**src/hw/rtl/sbl_pkg.sv**
```systemverilog
// shared types and constants of the serial boot loader command engine
// used by sbl_front, sbl_queue, sbl_back and the top level; no dependencies
package sbl_pkg;

    localparam int BYTE_W      = 8;
    localparam int IDX_W       = 8;
    localparam int RUN_W       = 32;
    localparam int WADDR_W     = 16;
    localparam int QUEUE_DEPTH = 2;
    localparam int CFG_ADDR_W  = 5;
    localparam int CFG_DATA_W  = 32;

    // register indexes on the configuration port
    localparam logic [2:0] REG_ACK        = 3'd0;
    localparam logic [2:0] REG_NAK        = 3'd1;
    localparam logic [2:0] REG_PING       = 3'd2;
    localparam logic [2:0] REG_DOWNLOAD   = 3'd3;
    localparam logic [2:0] REG_RUN        = 3'd4;
    localparam logic [2:0] REG_GET_STATUS = 3'd5;
    localparam logic [2:0] REG_SEND_DATA  = 3'd6;
    localparam logic [2:0] REG_RESET      = 3'd7;

    // decoded commands
    localparam logic [2:0] OP_PING     = 3'd0;
    localparam logic [2:0] OP_STATUS   = 3'd1;
    localparam logic [2:0] OP_DOWNLOAD = 3'd2;
    localparam logic [2:0] OP_SEND     = 3'd3;
    localparam logic [2:0] OP_RUN      = 3'd4;
    localparam logic [2:0] OP_RESET    = 3'd5;
    localparam logic [2:0] OP_UNKNOWN  = 3'd6;

    localparam logic [BYTE_W-1:0] MIN_LEN     = 8'h03;
    localparam logic [BYTE_W-1:0] STATUS_LEN  = 8'h03;
    localparam logic [BYTE_W-1:0] STATUS_DONE = 8'h40;
    localparam logic [BYTE_W-1:0] ZERO_BYTE   = 8'h00;

    // one queue entry: a data byte of a frame, the end of a frame, or both
    typedef struct packed {
        logic              has_data;
        logic              is_end;
        logic [BYTE_W-1:0] data;
        logic [IDX_W-1:0]  idx;
        logic [IDX_W-1:0]  length;
        logic [BYTE_W-1:0] cmd;
        logic [RUN_W-1:0]  run_addr;
    } job_t;

    typedef struct packed {
        logic [BYTE_W-1:0] ack;
        logic [BYTE_W-1:0] nak;
        logic [BYTE_W-1:0] ping;
        logic [BYTE_W-1:0] download;
        logic [BYTE_W-1:0] run;
        logic [BYTE_W-1:0] get_status;
        logic [BYTE_W-1:0] send_data;
        logic [BYTE_W-1:0] rst;
    } cfg_t;

endpackage

```
**src/hw/rtl/sbl_queue.sv**
```systemverilog
// short job queue between the frame collector and the command sequencer
// depends on sbl_pkg for the entry type and depth
module sbl_queue (
    input  logic          clk,
    input  logic          rst_n,
    input  logic          push,
    input  sbl_pkg::job_t push_data,
    output logic          full,
    input  logic          pop,
    output sbl_pkg::job_t pop_data,
    output logic          empty
);
    import sbl_pkg::*;

    localparam int PW = $clog2(QUEUE_DEPTH);

    job_t          slot_reg [QUEUE_DEPTH];
    logic [PW-1:0] wr_ptr_reg;
    logic [PW-1:0] rd_ptr_reg;
    logic [PW:0]   count_reg;

    assign full     = (count_reg == (PW + 1)'(QUEUE_DEPTH));
    assign empty    = (count_reg == '0);
    assign pop_data = slot_reg[rd_ptr_reg];

    always_ff @(posedge clk)
    begin
        if (push && !full)
        begin
            slot_reg[wr_ptr_reg] <= push_data;
        end
    end

    always_ff @(posedge clk or negedge rst_n)
    begin
        if (!rst_n)
        begin
            wr_ptr_reg <= '0;
            rd_ptr_reg <= '0;
            count_reg  <= '0;
        end
        else
        begin
            if (push && !full)
            begin
                wr_ptr_reg <= wr_ptr_reg + 1'b1;
            end
            if (pop && !empty)
            begin
                rd_ptr_reg <= rd_ptr_reg + 1'b1;
            end
            case ({push && !full, pop && !empty})
                2'b10:   count_reg <= count_reg + 1'b1;
                2'b01:   count_reg <= count_reg - 1'b1;
                default: count_reg <= count_reg;
            endcase
        end
    end

endmodule

```
**src/hw/rtl/sbl_front.sv**
```systemverilog
// frame collector: takes received bytes, checks the length byte, tracks the frame
// and queues data bytes and frame ends; depends on sbl_pkg
module sbl_front #(
    parameter int PACKET_MAX = 15
) (
    input  logic                      clk,
    input  logic                      rst_n,
    input  logic                      rx_valid,
    output logic                      rx_ready,
    input  logic [sbl_pkg::BYTE_W-1:0] rx_byte,
    output logic                      push,
    output sbl_pkg::job_t             push_data,
    input  logic                      full
);
    import sbl_pkg::*;

    logic              collecting_reg;
    logic [IDX_W-1:0]  len_reg;
    logic [IDX_W-1:0]  cnt_reg;
    logic [BYTE_W-1:0] cmd_reg;
    logic [BYTE_W-1:0] cmd_next;
    logic [RUN_W-1:0]  ra_reg;
    logic [RUN_W-1:0]  ra_next;
    logic [IDX_W-1:0]  cnt_inc;
    logic              accept;
    logic              len_ok;
    logic              frame_end;

    assign rx_ready  = !full;
    assign accept    = rx_valid && rx_ready;
    assign cnt_inc   = cnt_reg + 1'b1;
    assign len_ok    = (rx_byte >= MIN_LEN) && (rx_byte <= BYTE_W'(PACKET_MAX));
    assign frame_end = (cnt_inc == len_reg);

    always_comb
    begin
        cmd_next = cmd_reg;
        ra_next  = ra_reg;
        case (cnt_reg)
            8'd2:    cmd_next        = rx_byte;
            8'd3:    ra_next[31:24]  = rx_byte;
            8'd4:    ra_next[23:16]  = rx_byte;
            8'd5:    ra_next[15:8]   = rx_byte;
            8'd6:    ra_next[7:0]    = rx_byte;
            default: ra_next         = ra_reg;
        endcase
    end

    // bytes from index 3 on are payload; the final byte also closes the frame
    assign push = accept && collecting_reg && ((cnt_reg >= MIN_LEN) || frame_end);

    always_comb
    begin
        push_data.has_data = (cnt_reg >= MIN_LEN);
        push_data.is_end   = frame_end;
        push_data.data     = rx_byte;
        push_data.idx      = cnt_reg;
        push_data.length   = len_reg;
        push_data.cmd      = cmd_next;
        push_data.run_addr = ra_next;
    end

    always_ff @(posedge clk or negedge rst_n)
    begin
        if (!rst_n)
        begin
            collecting_reg <= 1'b0;
            len_reg        <= '0;
            cnt_reg        <= '0;
            cmd_reg        <= '0;
            ra_reg         <= '0;
        end
        else if (accept)
        begin
            if (!collecting_reg)
            begin
                if (len_ok)
                begin
                    collecting_reg <= 1'b1;
                    len_reg        <= rx_byte;
                    cnt_reg        <= 8'd1;
                    cmd_reg        <= '0;
                    ra_reg         <= '0;
                end
            end
            else
            begin
                cmd_reg <= cmd_next;
                ra_reg  <= ra_next;
                if (frame_end)
                begin
                    collecting_reg <= 1'b0;
                    cnt_reg        <= '0;
                end
                else
                begin
                    cnt_reg <= cnt_inc;
                end
            end
        end
    end

endmodule

```
**src/hw/rtl/sbl_back.sv**
```systemverilog
// command sequencer: drains the job queue, holds the frame payload memory,
// runs each completed frame and drives the result register; depends on sbl_pkg
module sbl_back #(
    parameter int PACKET_MAX = 15,
    parameter int ADDR_BITS  = 16
) (
    input  logic                        clk,
    input  logic                        rst_n,
    input  sbl_pkg::cfg_t               cfg,
    input  logic                        q_empty,
    input  sbl_pkg::job_t               q_data,
    output logic                        q_pop,
    output logic                        res_valid,
    input  logic                        res_ready,
    output logic                        kind,
    output logic [sbl_pkg::BYTE_W-1:0]  byte_value,
    output logic [sbl_pkg::WADDR_W-1:0] write_address,
    output logic                        start_run,
    output logic [sbl_pkg::RUN_W-1:0]   run_address,
    output logic                        last
);
    import sbl_pkg::*;

    localparam int AW = (PACKET_MAX > 1) ? $clog2(PACKET_MAX) : 1;

    localparam logic [2:0] ST_IDLE   = 3'd0;
    localparam logic [2:0] ST_READ   = 3'd1;
    localparam logic [2:0] ST_WRITE  = 3'd2;
    localparam logic [2:0] ST_ACK    = 3'd3;
    localparam logic [2:0] ST_STATUS = 3'd4;
    localparam logic [2:0] ST_ZERO   = 3'd5;

    logic [BYTE_W-1:0]    mem [PACKET_MAX];
    logic [BYTE_W-1:0]    mem_q_reg;

    logic [2:0]           state_reg, state_next;
    logic [2:0]           op_reg, op_next;
    logic [IDX_W-1:0]     len_reg, len_next;
    logic [RUN_W-1:0]     ra_reg, ra_next;
    logic [IDX_W-1:0]     rd_idx_reg, rd_idx_next;
    logic [1:0]           step_reg, step_next;
    logic [ADDR_BITS-1:0] ptr_reg, ptr_next;
    logic                 status_seen_reg, status_seen_next;
    logic                 finished_reg, finished_next;

    logic                 out_valid_reg;
    logic                 out_kind_reg;
    logic [BYTE_W-1:0]    out_byte_reg;
    logic [WADDR_W-1:0]   out_waddr_reg;
    logic                 out_start_run_reg;
    logic [RUN_W-1:0]     out_raddr_reg;
    logic                 out_last_reg;

    logic                 emit;
    logic                 e_kind;
    logic [BYTE_W-1:0]    e_byte;
    logic [WADDR_W-1:0]   e_waddr;
    logic                 e_start_run;
    logic [RUN_W-1:0]     e_raddr;
    logic                 e_last;

    logic                 can_emit;
    logic [2:0]           dec_op;
    logic [31:0]          ptr_ext;
    logic [BYTE_W-1:0]    st_byte;

    assign can_emit = !out_valid_reg || res_ready;
    assign ptr_ext  = 32'(ptr_reg);
    assign st_byte  = status_seen_reg ? STATUS_DONE : ZERO_BYTE;

    // first match wins when codes coincide
    always_comb
    begin
        if (q_data.cmd == cfg.ping)
            dec_op = OP_PING;
        else if (q_data.cmd == cfg.get_status)
            dec_op = OP_STATUS;
        else if (q_data.cmd == cfg.download)
            dec_op = OP_DOWNLOAD;
        else if (q_data.cmd == cfg.send_data)
            dec_op = OP_SEND;
        else if (q_data.cmd == cfg.run)
            dec_op = OP_RUN;
        else if (q_data.cmd == cfg.rst)
            dec_op = OP_RESET;
        else
            dec_op = OP_UNKNOWN;
    end

    always_comb
    begin
        state_next       = state_reg;
        op_next          = op_reg;
        len_next         = len_reg;
        ra_next          = ra_reg;
        rd_idx_next      = rd_idx_reg;
        step_next        = step_reg;
        ptr_next         = ptr_reg;
        status_seen_next = status_seen_reg;
        finished_next    = finished_reg;
        q_pop            = 1'b0;
        emit             = 1'b0;
        e_kind           = 1'b0;
        e_byte           = ZERO_BYTE;
        e_waddr          = '0;
        e_start_run      = 1'b0;
        e_raddr          = '0;
        e_last           = 1'b0;
        case (state_reg)
            ST_IDLE:
            begin
                if (!q_empty)
                begin
                    q_pop = 1'b1;
                    // once finished, entries are drained and dropped
                    if (!finished_reg && q_data.is_end)
                    begin
                        len_next = q_data.length;
                        ra_next  = q_data.run_addr;
                        op_next  = dec_op;
                        if (dec_op == OP_RESET)
                        begin
                            ptr_next         = '0;
                            status_seen_next = 1'b1;
                        end
                        else if (dec_op == OP_SEND && q_data.length > MIN_LEN)
                        begin
                            rd_idx_next = MIN_LEN;
                            state_next  = ST_READ;
                        end
                        else
                        begin
                            state_next = ST_ACK;
                        end
                    end
                end
            end
            ST_READ:
            begin
                state_next = ST_WRITE;
            end
            ST_WRITE:
            begin
                if (can_emit)
                begin
                    emit        = 1'b1;
                    e_kind      = 1'b1;
                    e_byte      = mem_q_reg;
                    e_waddr     = ptr_ext[WADDR_W-1:0];
                    ptr_next    = ptr_reg + ADDR_BITS'(1);
                    rd_idx_next = rd_idx_reg + 1'b1;
                    state_next  = (rd_idx_next < len_reg) ? ST_READ : ST_ACK;
                end
            end
            ST_ACK:
            begin
                if (can_emit)
                begin
                    emit       = 1'b1;
                    e_byte     = (op_reg == OP_UNKNOWN) ? cfg.nak : cfg.ack;
                    step_next  = '0;
                    state_next = (op_reg == OP_STATUS) ? ST_STATUS : ST_ZERO;
                end
            end
            ST_STATUS:
            begin
                if (can_emit)
                begin
                    emit      = 1'b1;
                    e_byte    = (step_reg == 2'd0) ? STATUS_LEN : st_byte;
                    step_next = step_reg + 1'b1;
                    if (step_reg == 2'd2)
                    begin
                        state_next = ST_ZERO;
                    end
                end
            end
            ST_ZERO:
            begin
                if (can_emit)
                begin
                    emit             = 1'b1;
                    e_last           = 1'b1;
                    e_start_run      = (op_reg == OP_RUN);
                    e_raddr          = (op_reg == OP_RUN) ? ra_reg : '0;
                    status_seen_next = 1'b1;
                    if (op_reg == OP_RUN)
                    begin
                        finished_next = 1'b1;
                    end
                    state_next = ST_IDLE;
                end
            end
            default:
            begin
                state_next = ST_IDLE;
            end
        endcase
    end

    // payload memory, one write port from the queue and one registered read port
    always_ff @(posedge clk)
    begin
        if (q_pop && !q_empty && !finished_reg && q_data.has_data)
        begin
            mem[q_data.idx[AW-1:0]] <= q_data.data;
        end
        mem_q_reg <= mem[rd_idx_reg[AW-1:0]];
    end

    always_ff @(posedge clk or negedge rst_n)
    begin
        if (!rst_n)
        begin
            state_reg       <= ST_IDLE;
            op_reg          <= OP_UNKNOWN;
            len_reg         <= '0;
            ra_reg          <= '0;
            rd_idx_reg      <= '0;
            step_reg        <= '0;
            ptr_reg         <= '0;
            status_seen_reg <= 1'b0;
            finished_reg    <= 1'b0;
            out_valid_reg   <= 1'b0;
        end
        else
        begin
            state_reg       <= state_next;
            op_reg          <= op_next;
            len_reg         <= len_next;
            ra_reg          <= ra_next;
            rd_idx_reg      <= rd_idx_next;
            step_reg        <= step_next;
            ptr_reg         <= ptr_next;
            status_seen_reg <= status_seen_next;
            finished_reg    <= finished_next;
            if (emit)
            begin
                out_valid_reg <= 1'b1;
            end
            else if (res_ready)
            begin
                out_valid_reg <= 1'b0;
            end
        end
    end

    always_ff @(posedge clk)
    begin
        if (emit)
        begin
            out_kind_reg      <= e_kind;
            out_byte_reg      <= e_byte;
            out_waddr_reg     <= e_waddr;
            out_start_run_reg <= e_start_run;
            out_raddr_reg     <= e_raddr;
            out_last_reg      <= e_last;
        end
    end

    assign res_valid     = out_valid_reg;
    assign kind          = out_kind_reg;
    assign byte_value    = out_byte_reg;
    assign write_address = out_waddr_reg;
    assign start_run     = out_start_run_reg;
    assign run_address   = out_raddr_reg;
    assign last          = out_last_reg;

    a_finished_sticky: assert property (@(posedge clk) disable iff (!rst_n)
        finished_reg |=> finished_reg)
        else $error("loader left the finished state");

    a_write_range: assert property (@(posedge clk) disable iff (!rst_n)
        (state_reg == ST_WRITE) |-> (rd_idx_reg >= MIN_LEN && rd_idx_reg < len_reg))
        else $error("payload read outside the frame");

    a_run_is_last: assert property (@(posedge clk) disable iff (!rst_n)
        (out_valid_reg && out_start_run_reg) |-> (out_last_reg && !out_kind_reg))
        else $error("start_run on a result that does not close the frame");

    a_write_not_last: assert property (@(posedge clk) disable iff (!rst_n)
        (out_valid_reg && out_kind_reg) |-> !out_last_reg)
        else $error("memory write flagged as last result");

endmodule

```
**src/hw/rtl/serial_boot_loader_command_engine_unit.sv**
```systemverilog
// serial boot loader command engine: configuration registers and the
// frame collector, job queue and command sequencer; depends on sbl_pkg
//
// usage:
//   rx channel (rx_valid/rx_ready/rx_byte) takes one received byte per beat.
//   a frame is a length byte N (3..PACKET_MAX), a checksum byte that is not
//   checked, a command byte and N-3 payload bytes.
//   res channel (res_valid/res_ready) carries result beats: transmit bytes
//   (kind 0) and program memory writes (kind 1); last marks the final beat of
//   a frame and start_run/run_address come on the final beat of a run frame.
//   the collector takes a byte every cycle while the two-entry job queue has
//   room; once the last byte of a frame has passed the queue and the idle
//   sequencer, its results leave through the result register, one transmit
//   beat per cycle while res_ready is high, and each write beat of send data
//   goes through a read and a write state (payload memory read port).
//   when res_ready is low the result register holds; the queue fills and then
//   rx_ready drops, so no byte is lost.
//   reset clears the frame state, write pointer, status and finished flag and
//   loads the default codes; no clearing pass is needed.
//   the user must write the APB port only while the engine is idle; the block does not enforce this.
module serial_boot_loader_command_engine_unit #(
    parameter int PACKET_MAX = 15,
    parameter int ADDR_BITS  = 16
) (
    input  logic                            clk,
    input  logic                            rst_n,
    input  logic                            rx_valid,
    output logic                            rx_ready,
    input  logic [sbl_pkg::BYTE_W-1:0]      rx_byte,
    output logic                            res_valid,
    input  logic                            res_ready,
    output logic                            kind,
    output logic [sbl_pkg::BYTE_W-1:0]      byte_value,
    output logic [sbl_pkg::WADDR_W-1:0]     write_address,
    output logic                            start_run,
    output logic [sbl_pkg::RUN_W-1:0]       run_address,
    output logic                            last,
    input  logic                            psel,
    input  logic                            penable,
    input  logic                            pwrite,
    input  logic [sbl_pkg::CFG_ADDR_W-1:0]  paddr,
    input  logic [sbl_pkg::CFG_DATA_W-1:0]  pwdata,
    output logic [sbl_pkg::CFG_DATA_W-1:0]  prdata,
    output logic                            pready
);
    import sbl_pkg::*;

    cfg_t              cfg_reg;
    logic [2:0]        reg_idx;
    logic [BYTE_W-1:0] rd_sel;
    logic              cfg_write;

    job_t              push_data;
    job_t              pop_data;
    logic              push;
    logic              pop;
    logic              full;
    logic              empty;

    assign pready    = 1'b1;
    assign reg_idx   = paddr[4:2];
    assign cfg_write = psel && penable && pwrite && pready;

    always_ff @(posedge clk or negedge rst_n)
    begin
        if (!rst_n)
        begin
            cfg_reg.ack        <= 8'd204;
            cfg_reg.nak        <= 8'd51;
            cfg_reg.ping       <= 8'd32;
            cfg_reg.download   <= 8'd33;
            cfg_reg.run        <= 8'd34;
            cfg_reg.get_status <= 8'd35;
            cfg_reg.send_data  <= 8'd36;
            cfg_reg.rst        <= 8'd37;
        end
        else if (cfg_write)
        begin
            case (reg_idx)
                REG_ACK:        cfg_reg.ack        <= pwdata[BYTE_W-1:0];
                REG_NAK:        cfg_reg.nak        <= pwdata[BYTE_W-1:0];
                REG_PING:       cfg_reg.ping       <= pwdata[BYTE_W-1:0];
                REG_DOWNLOAD:   cfg_reg.download   <= pwdata[BYTE_W-1:0];
                REG_RUN:        cfg_reg.run        <= pwdata[BYTE_W-1:0];
                REG_GET_STATUS: cfg_reg.get_status <= pwdata[BYTE_W-1:0];
                REG_SEND_DATA:  cfg_reg.send_data  <= pwdata[BYTE_W-1:0];
                REG_RESET:      cfg_reg.rst        <= pwdata[BYTE_W-1:0];
                default:        cfg_reg            <= cfg_reg;
            endcase
        end
    end

    always_comb
    begin
        case (reg_idx)
            REG_ACK:        rd_sel = cfg_reg.ack;
            REG_NAK:        rd_sel = cfg_reg.nak;
            REG_PING:       rd_sel = cfg_reg.ping;
            REG_DOWNLOAD:   rd_sel = cfg_reg.download;
            REG_RUN:        rd_sel = cfg_reg.run;
            REG_GET_STATUS: rd_sel = cfg_reg.get_status;
            REG_SEND_DATA:  rd_sel = cfg_reg.send_data;
            REG_RESET:      rd_sel = cfg_reg.rst;
            default:        rd_sel = '0;
        endcase
    end

    assign prdata = CFG_DATA_W'(rd_sel);

    sbl_front #(
        .PACKET_MAX (PACKET_MAX)
    ) u_front (
        .clk       (clk),
        .rst_n     (rst_n),
        .rx_valid  (rx_valid),
        .rx_ready  (rx_ready),
        .rx_byte   (rx_byte),
        .push      (push),
        .push_data (push_data),
        .full      (full)
    );

    sbl_queue u_queue (
        .clk       (clk),
        .rst_n     (rst_n),
        .push      (push),
        .push_data (push_data),
        .full      (full),
        .pop       (pop),
        .pop_data  (pop_data),
        .empty     (empty)
    );

    sbl_back #(
        .PACKET_MAX (PACKET_MAX),
        .ADDR_BITS  (ADDR_BITS)
    ) u_back (
        .clk           (clk),
        .rst_n         (rst_n),
        .cfg           (cfg_reg),
        .q_empty       (empty),
        .q_data        (pop_data),
        .q_pop         (pop),
        .res_valid     (res_valid),
        .res_ready     (res_ready),
        .kind          (kind),
        .byte_value    (byte_value),
        .write_address (write_address),
        .start_run     (start_run),
        .run_address   (run_address),
        .last          (last)
    );

endmodule
```
**config.mk**
```make
export PLATFORM = sky130hd
export DESIGN_NAME = serial_boot_loader_command_engine_unit
export DESIGN_NICKNAME = d
export VERILOG_FILES = /design/src/hw/rtl/sbl_pkg.sv /design/src/hw/rtl/sbl_queue.sv /design/src/hw/rtl/sbl_front.sv /design/src/hw/rtl/sbl_back.sv /design/src/hw/rtl/serial_boot_loader_command_engine_unit.sv
export SDC_FILE = /design/constraint.sdc
export NUM_CORES = 1
export LEC_CHECK = 0
export BUFFER_PORTS_ARGS = -buffer_cell sky130_fd_sc_hd__buf_2
export CAP_MARGIN = 30
export CORE_MARGIN = 2
export CORE_UTILIZATION = 38
export CTS_BUF_LIST = sky130_fd_sc_hd__clkbuf_8
export DETAILED_ROUTE_END_ITERATION = 16
export GPL_ROUTABILITY_DRIVEN = 0
export PLACE_DENSITY = 0.57
export SLEW_MARGIN = 20
export SYNTH_ARGS = -nofsm -noshare
export SYNTH_HDL_FRONTEND = slang
export SYNTH_HIERARCHICAL = 1
export SYNTH_SLANG_ARGS = --single-unit
```
**constraint.sdc**
```tcl
create_clock -name clk -period 6.1 [get_ports clk]
set_input_delay 0.61 -clock clk [delete_from_list [all_inputs] [get_ports clk]]
set_output_delay 0.61 -clock clk [all_outputs]
set_load 0.02 [all_outputs]
```
After elaboration in Yosys (flattened, before gate mapping)

Memory sizes are Yosys's and may differ from the RTL's. A register that Yosys moved wholly into a read port is not among the register bits.
Cells that the tools add are included.

Register bits: 259
Latch bits: 0
RAM bits: 252
ROM bits: 0
Bits of input ports: 52
Output and inout port bits: 94
Word-level logic and storage cells: 211
Memories: 2

Memories:

| name             | depth | width | read ports | clocked after memory_dff | write ports | RTL line        | source |
|---|---|---|---|---|---|---|---|
| u_queue.slot_reg | 2     | 66    | 1          | 0                        | 1           | sbl_queue.sv:17 | `job_t slot_reg [QUEUE_DEPTH];` |
| u_back.mem       | 15    | 8     | 1          | 1                        | 1           | sbl_back.sv:33  | `logic [BYTE_W-1:0] mem [PACKET_MAX];` |

$add $sub $neg: 8
Multipliers: 0
Div/mod/pow operators: 0
Order comparisons: 5
Equal/unequal tests: 43
Shift operators: 0
Mux-type cells: 71
Bitwise logic cells: 2
Reduce and logical (&&, ||, !) cells: 48

Operators by type and width:

| cell                                                               | number |
|---|---|
| two-way mux 8 bit                                                  | 20 |
| two-way mux 16 bit                                                 | 4 |
| two-way mux 32 bit                                                 | 2 |
| case mux 8 bit (8 select lines)                                    | 1 |
| equality test 8 bit                                                | 7 |
| two-way mux 3 bit                                                  | 13 |
| case mux 16 bit (2 select lines)                                   | 1 |
| equality test 3 bit (second input constant)                        | 9 |
| equality test 8 x 3 -> 1 bit (second input constant)               | 3 |
| case mux 8 bit (3 select lines)                                    | 1 |
| AND reduction 2 bit                                                | 11 |
| two-way mux 1 bit                                                  | 18 |
| case mux 3 bit (6 select lines)                                    | 1 |
| adder 16 x 1 -> 16 bit (second input constant)                     | 1 |
| adder 8 x 1 -> 8 bit (second input constant)                       | 2 |
| equality test 8 x 2 -> 1 bit (second input constant)               | 2 |
| greater-or-equal comparator 8 x 2 -> 1 bit (second input constant) | 2 |
| inequality test 2 x 1 -> 1 bit (second input constant)             | 8 |
| case mux 8 bit (2 select lines)                                    | 1 |
| equality test 3 x 2 -> 1 bit (second input constant)               | 5 |
| logical AND 1 bit                                                  | 12 |
| AND reduction 3 bit                                                | 4 |
| nonzero test 2 bit                                                 | 6 |
| two-way mux 2 bit                                                  | 5 |
| 22 further kinds                                                   | 38 |

Depth between registers and ports, before layout

An unclocked memory read counts as a cell.

Depth in word-level cells: 15
Mapped depth: 14
Mapped depth without buffers: 12

Cells and area by module

Netlist, hierarchy kept.

By module, submodules not included:

| module                                 | instances | cells an instance | area each (µm²) | sequential area each (µm²) |
|---|---|---|---|---|
| sbl_back                               | 1         | 812               | 11405.9         | 7414.6 |
| sbl_queue                              | 1         | 223               | 5069.9          | 4063.9 |
| serial_boot_loader_command_engine_unit | 1         | 245               | 3238.1          | 1627.8 |
| sbl_front                              | 1         | 281               | 3140.5          | 1426.4 |

Worst setup path after synthesis

No wires, ideal clock.

Path kind: reg-to-reg
Start: register u_front.cnt_reg[0]
End: memory u_queue/slot_reg[0][0] (netlist bit), enable pin
Setup time: 0.490 ns
Data arrival time: 4.854 ns
Required time: 5.610 ns
Setup slack: 0.756 ns
Stages on the path, launching flop included: 12
Path buffers: 2
Period minus slack after synthesis: 5.344 ns
Path through: dfrtp_1 -> ha_1 -> buf_4 -> nand3_4 -> o21a_1 -> or4_4 -> nand2_1 -> and3b_1 -> buf_2 -> o21a_1 -> nand2_1 -> nor2_1

Cells in the longest elaborated chain, start to end: 7
Elaborated cells between the ends (all ways): 8
Those cells by class: add/sub (1); order compare (1); eq/ne (1); mux (2); reduce/logical (3)

Ends and longest elaborated chain:

| item                                    | RTL line                                     | source |
|---|---|---|
| from (decl)                             | sbl_front.sv:19                              | `logic [IDX_W-1:0] cnt_reg;` |
| from (signal assigned)                  | sbl_front.sv:97                              | `cnt_reg <= cnt_inc;` |
| adder 8 x 1 -> 8 bit                    | sbl_front.sv:31                              | `assign cnt_inc = cnt_reg + 1'b1;` |
| equality test 8 bit                     | sbl_front.sv:33                              | `assign frame_end = (cnt_inc == len_reg);` |
| named net u_front.frame_end             | sbl_front.sv:27                              | `logic frame_end;` |
| logical OR 1 bit                        | sbl_front.sv:50                              | `assign push = accept && collecting_reg && ((cnt_reg >= MIN_LEN) \|\| frame_end);` |
| logical AND 1 bit                       | sbl_front.sv:50                              |  |
| named net push                          | serial_boot_loader_command_engine_unit.sv:55 | `logic push;` |
| logical AND 1 bit                       | sbl_queue.sv:28                              | `if (push && !full)` |
| two-way mux 1 bit                       | sbl_queue.sv:28                              |  |
| two-way mux 1 bit (not written as such) | sbl_queue.sv:30                              | `slot_reg[wr_ptr_reg] <= push_data;` |
| to (decl)                               | sbl_queue.sv:17                              |  |

The timed path passes the listed nets, and every way through them passes these cells.

==> impl_results.md <==
- Worst Tran Pin Value: about 920 ps
- Hold WC Path Type: input port to register
- Largest stage delay, worst path: 620 ps
- CTS HTree Levels: 3
- Worst-Skew Late Latency: 670 ps
- Die width: between 200 and 250 um
- CTS Buffer Depth: 3
- Crit-path most repeated cell: o21a_1
- Total Routing Usage GR: 0.159
- DRC viols: 0
- Fraction of layout cells with a size suffix above 1: 0.298
- Cts hold-fix bufs: 1
- Crit. End Element: register
- Max reg flops: ~120
- WS Path Type: register to register
- Fmax: about 250 MHz
- Final period utilization: 0.658
- Post-route cell area: about 25000 um2
- Total number of vias: ~13000
- Hold path depth: 2
- Final Hold Fails: 0
- Drt initial violations: approximately 900
- Total Die Area: roughly 61000 um2
- Min Tclk post-route: around 4000 ps
- Final wirelength: between 40 and 50 mm
- Core Rows: 89
- Final Slew Violations: 0
- Slew HR: 0.384
- Cts bufs inserted: 87
- P_leak: 10.2 nW
- Largest net degree at the start of global routing: 120
- RSZ-0062 raised after global routing: no
- Reg-to-Reg Start: u_front/cnt_reg[0]$_DFFE_PN0P_
- Crit path max-delay family: simple AND/OR/NAND/NOR gates
- Placed cell area: 23600 um2
- Syn avg cell area: approximately 15 um2
- Clock transition at path regs: 60 ps
- Core Area: a little under 60000 um2
- Vert. Die Dim: between 200 and 250 um
- Buf+Inv Stages, Crit Path: 1
- Initial cell density of the core: 0.383
- DP HPWL: approximately 30 mm
- Router iterations before antenna repair: 6
- Max VDD drop: approximately 0.00026 V
- Clock share of power: 0.288
- Syn Inst Count: 1549
- Synth Cell Area: between 20000 and 25000 um2
- Clk root buf: clkbuf_8
- Worst Path Max Fanout: 36
- Stages on worst setup path: 9
- Required @ worst endpoint: between 6000 and 7000 ps
- Worst reg-to-reg path cell count: 9
- Sequential power share: 0.442
- Status: completed
- Pwr dens: 441 nW/um2
- Switching Share: 0.321
- IO Port Bufs: 94
- Critical-path cell list: ha_1 -> nand3_4 -> o21a_1 -> or4_4 -> nand2_1 -> and3b_1 -> o21a_1 -> and3_2 -> buf_4
- Number of warnings issued by yosys: 6
- Nets@finish: ~1700
- CTS tree: yes
- Number of global-route vias before repair: 13100
- Startpoint Class: register
- Combinational share of power: 0.270
- Wirelength per Cell: ~19 um
- CP arrival: roughly 4300 ps
- Area Growth Syn to Fin: 12.9%
- Vias per Instance: between 5 and 6
- Setup TNS: 0 ps
- Global-route wire length before repair: roughly 76 mm
- Switching pwr: about 3.6 mW
- PostCTS Resize Cnt: 0
- Internal power: 7.62 mW
- Critical-path top delay cell: and3_2
- Clock sink count: 511
- Initial antenna violation count: 1
- Final Skew: around 27 ps
- Final Setup Violations: 0
- Global route overflow: 0
- Hold_sp: pwdata[4]
- Max_cap viols: 0
- IO Pins: approximately 150
- ANT nets after route: 0
- Worst setup startpoint: u_front/cnt_reg[0]$_DFFE_PN0P_
- Setup Buffers After CTS: 0
==> worst register-to-register path: stages, from the launching register on <==
cell,delay (ps)
dfrtp_1,480
ha_1,420
nand3_4,140
o21a_1,240
or4_4,510
nand2_1,80
and3b_1,340
o21a_1,190
and3_2,620
buf_4,590
==> cells in the final DEF (no fill, tap or decap), types with 16 or more instances in the layout <==
| cell | n |
|---|---|
| a211oi_1 | 19 |
| a21oi_1 | 24 |
| a22o_1 | 45 |
| and2_1 | 39 |
| and3_1 | 25 |
| buf_2 | 94 |
| clkbuf_8 | 99 |
| conb_1 | 25 |
| dfrtp_1 | 174 |
| dfstp_2 | 23 |
| edfxtp_1 | 303 |
| ha_1 | 16 |
| inv_1 | 51 |
| mux2_2 | 174 |
| mux2_4 | 38 |
| mux2i_1 | 52 |
| mux4_2 | 16 |
| nand2_1 | 69 |
| nor2_1 | 58 |
| nor2b_1 | 23 |
| o21ai_0 | 42 |
| xnor2_1 | 40 |
| xor2_1 | 29 |
==> per-layer routing <==
metal / wire length (um) / part of all wire / track usage / up-vias
met5: 0 / 0 / 0 / -
met4: 1040 / 0.022 / 0.0516 / 0
met3: 2310 / 0.048 / 0.0324 / 88
met2: 22500 / 0.47 / 0.250 / 339
met1: 22400 / 0.46 / 0.222 / 6562
li1: - / - / - / 5931
==> through the flow <==
stage | util | instances | power (mW) | hold WS [ps] | setup WS [ps]
2_1_floorplan | - | 1572 | 7.24 | 314 | 929
3_3_place_gp | 0.401 | 2335 | 8.01 | 455 | 2130
3_5_place_dp | 0.401 | 2336 | 8.08 | 464 | 2060
4_1_cts | 0.432 | 2500 | 11.4 | 265 | 2040
5_1_grt | 0.432 | 2501 | 11.9 | 282 | 1780
6_report | 0.432 | 2501 | 11.2 | 325 | 2090
==> path summary, 6_finish.rpt <==
kind                                                       to  slack (ps)
max in group asynchronous    u_back/rd_idx_reg[1]$_DFFE_PN0P_        4300
min                                   cfg_reg[60]$_DFFE_PN0P_         320
max reg2reg                 u_queue/slot_reg[1][25]$_DFFE_PP_        2090
min reg2reg                u_back/status_seen_reg$_DFFE_PN0P_         480
min in group asynchronous      u_front/ra_reg[16]$_DFFE_PN0P_         560
max                         u_queue/slot_reg[1][25]$_DFFE_PP_        2090
==> final cells by class <==
cell class | count | area [um2]
clock buffer | 98 | 1350
sequential | 511 | 14300
inverter | 23 | 86.3
fill | 5302 | 33400
multi-input combinational | 922 | 7660
timing repair buffer | 108 | 609
tap | 773 | 967
clock inverter | 65 | 503
antenna | 1 | 2.50
==> power by group through the flow <==
| stage | Sequential, mW | Combinational, mW | Clock (mW) |
|---|---|---|---|
| 6_report | 4.97 | 3.03 | 3.23 |
| 5_1_grt | 5.05 | 3.34 | 3.50 |
| 4_1_cts | 4.97 | 3.06 | 3.34 |
| 3_5_place_dp | 5.03 | 3.04 | 0 |
| 3_3_place_gp | 5.02 | 2.99 | 0 |
| 2_1_floorplan | 5.07 | 2.18 | 0 |
(Power assumes the default switching activity.)
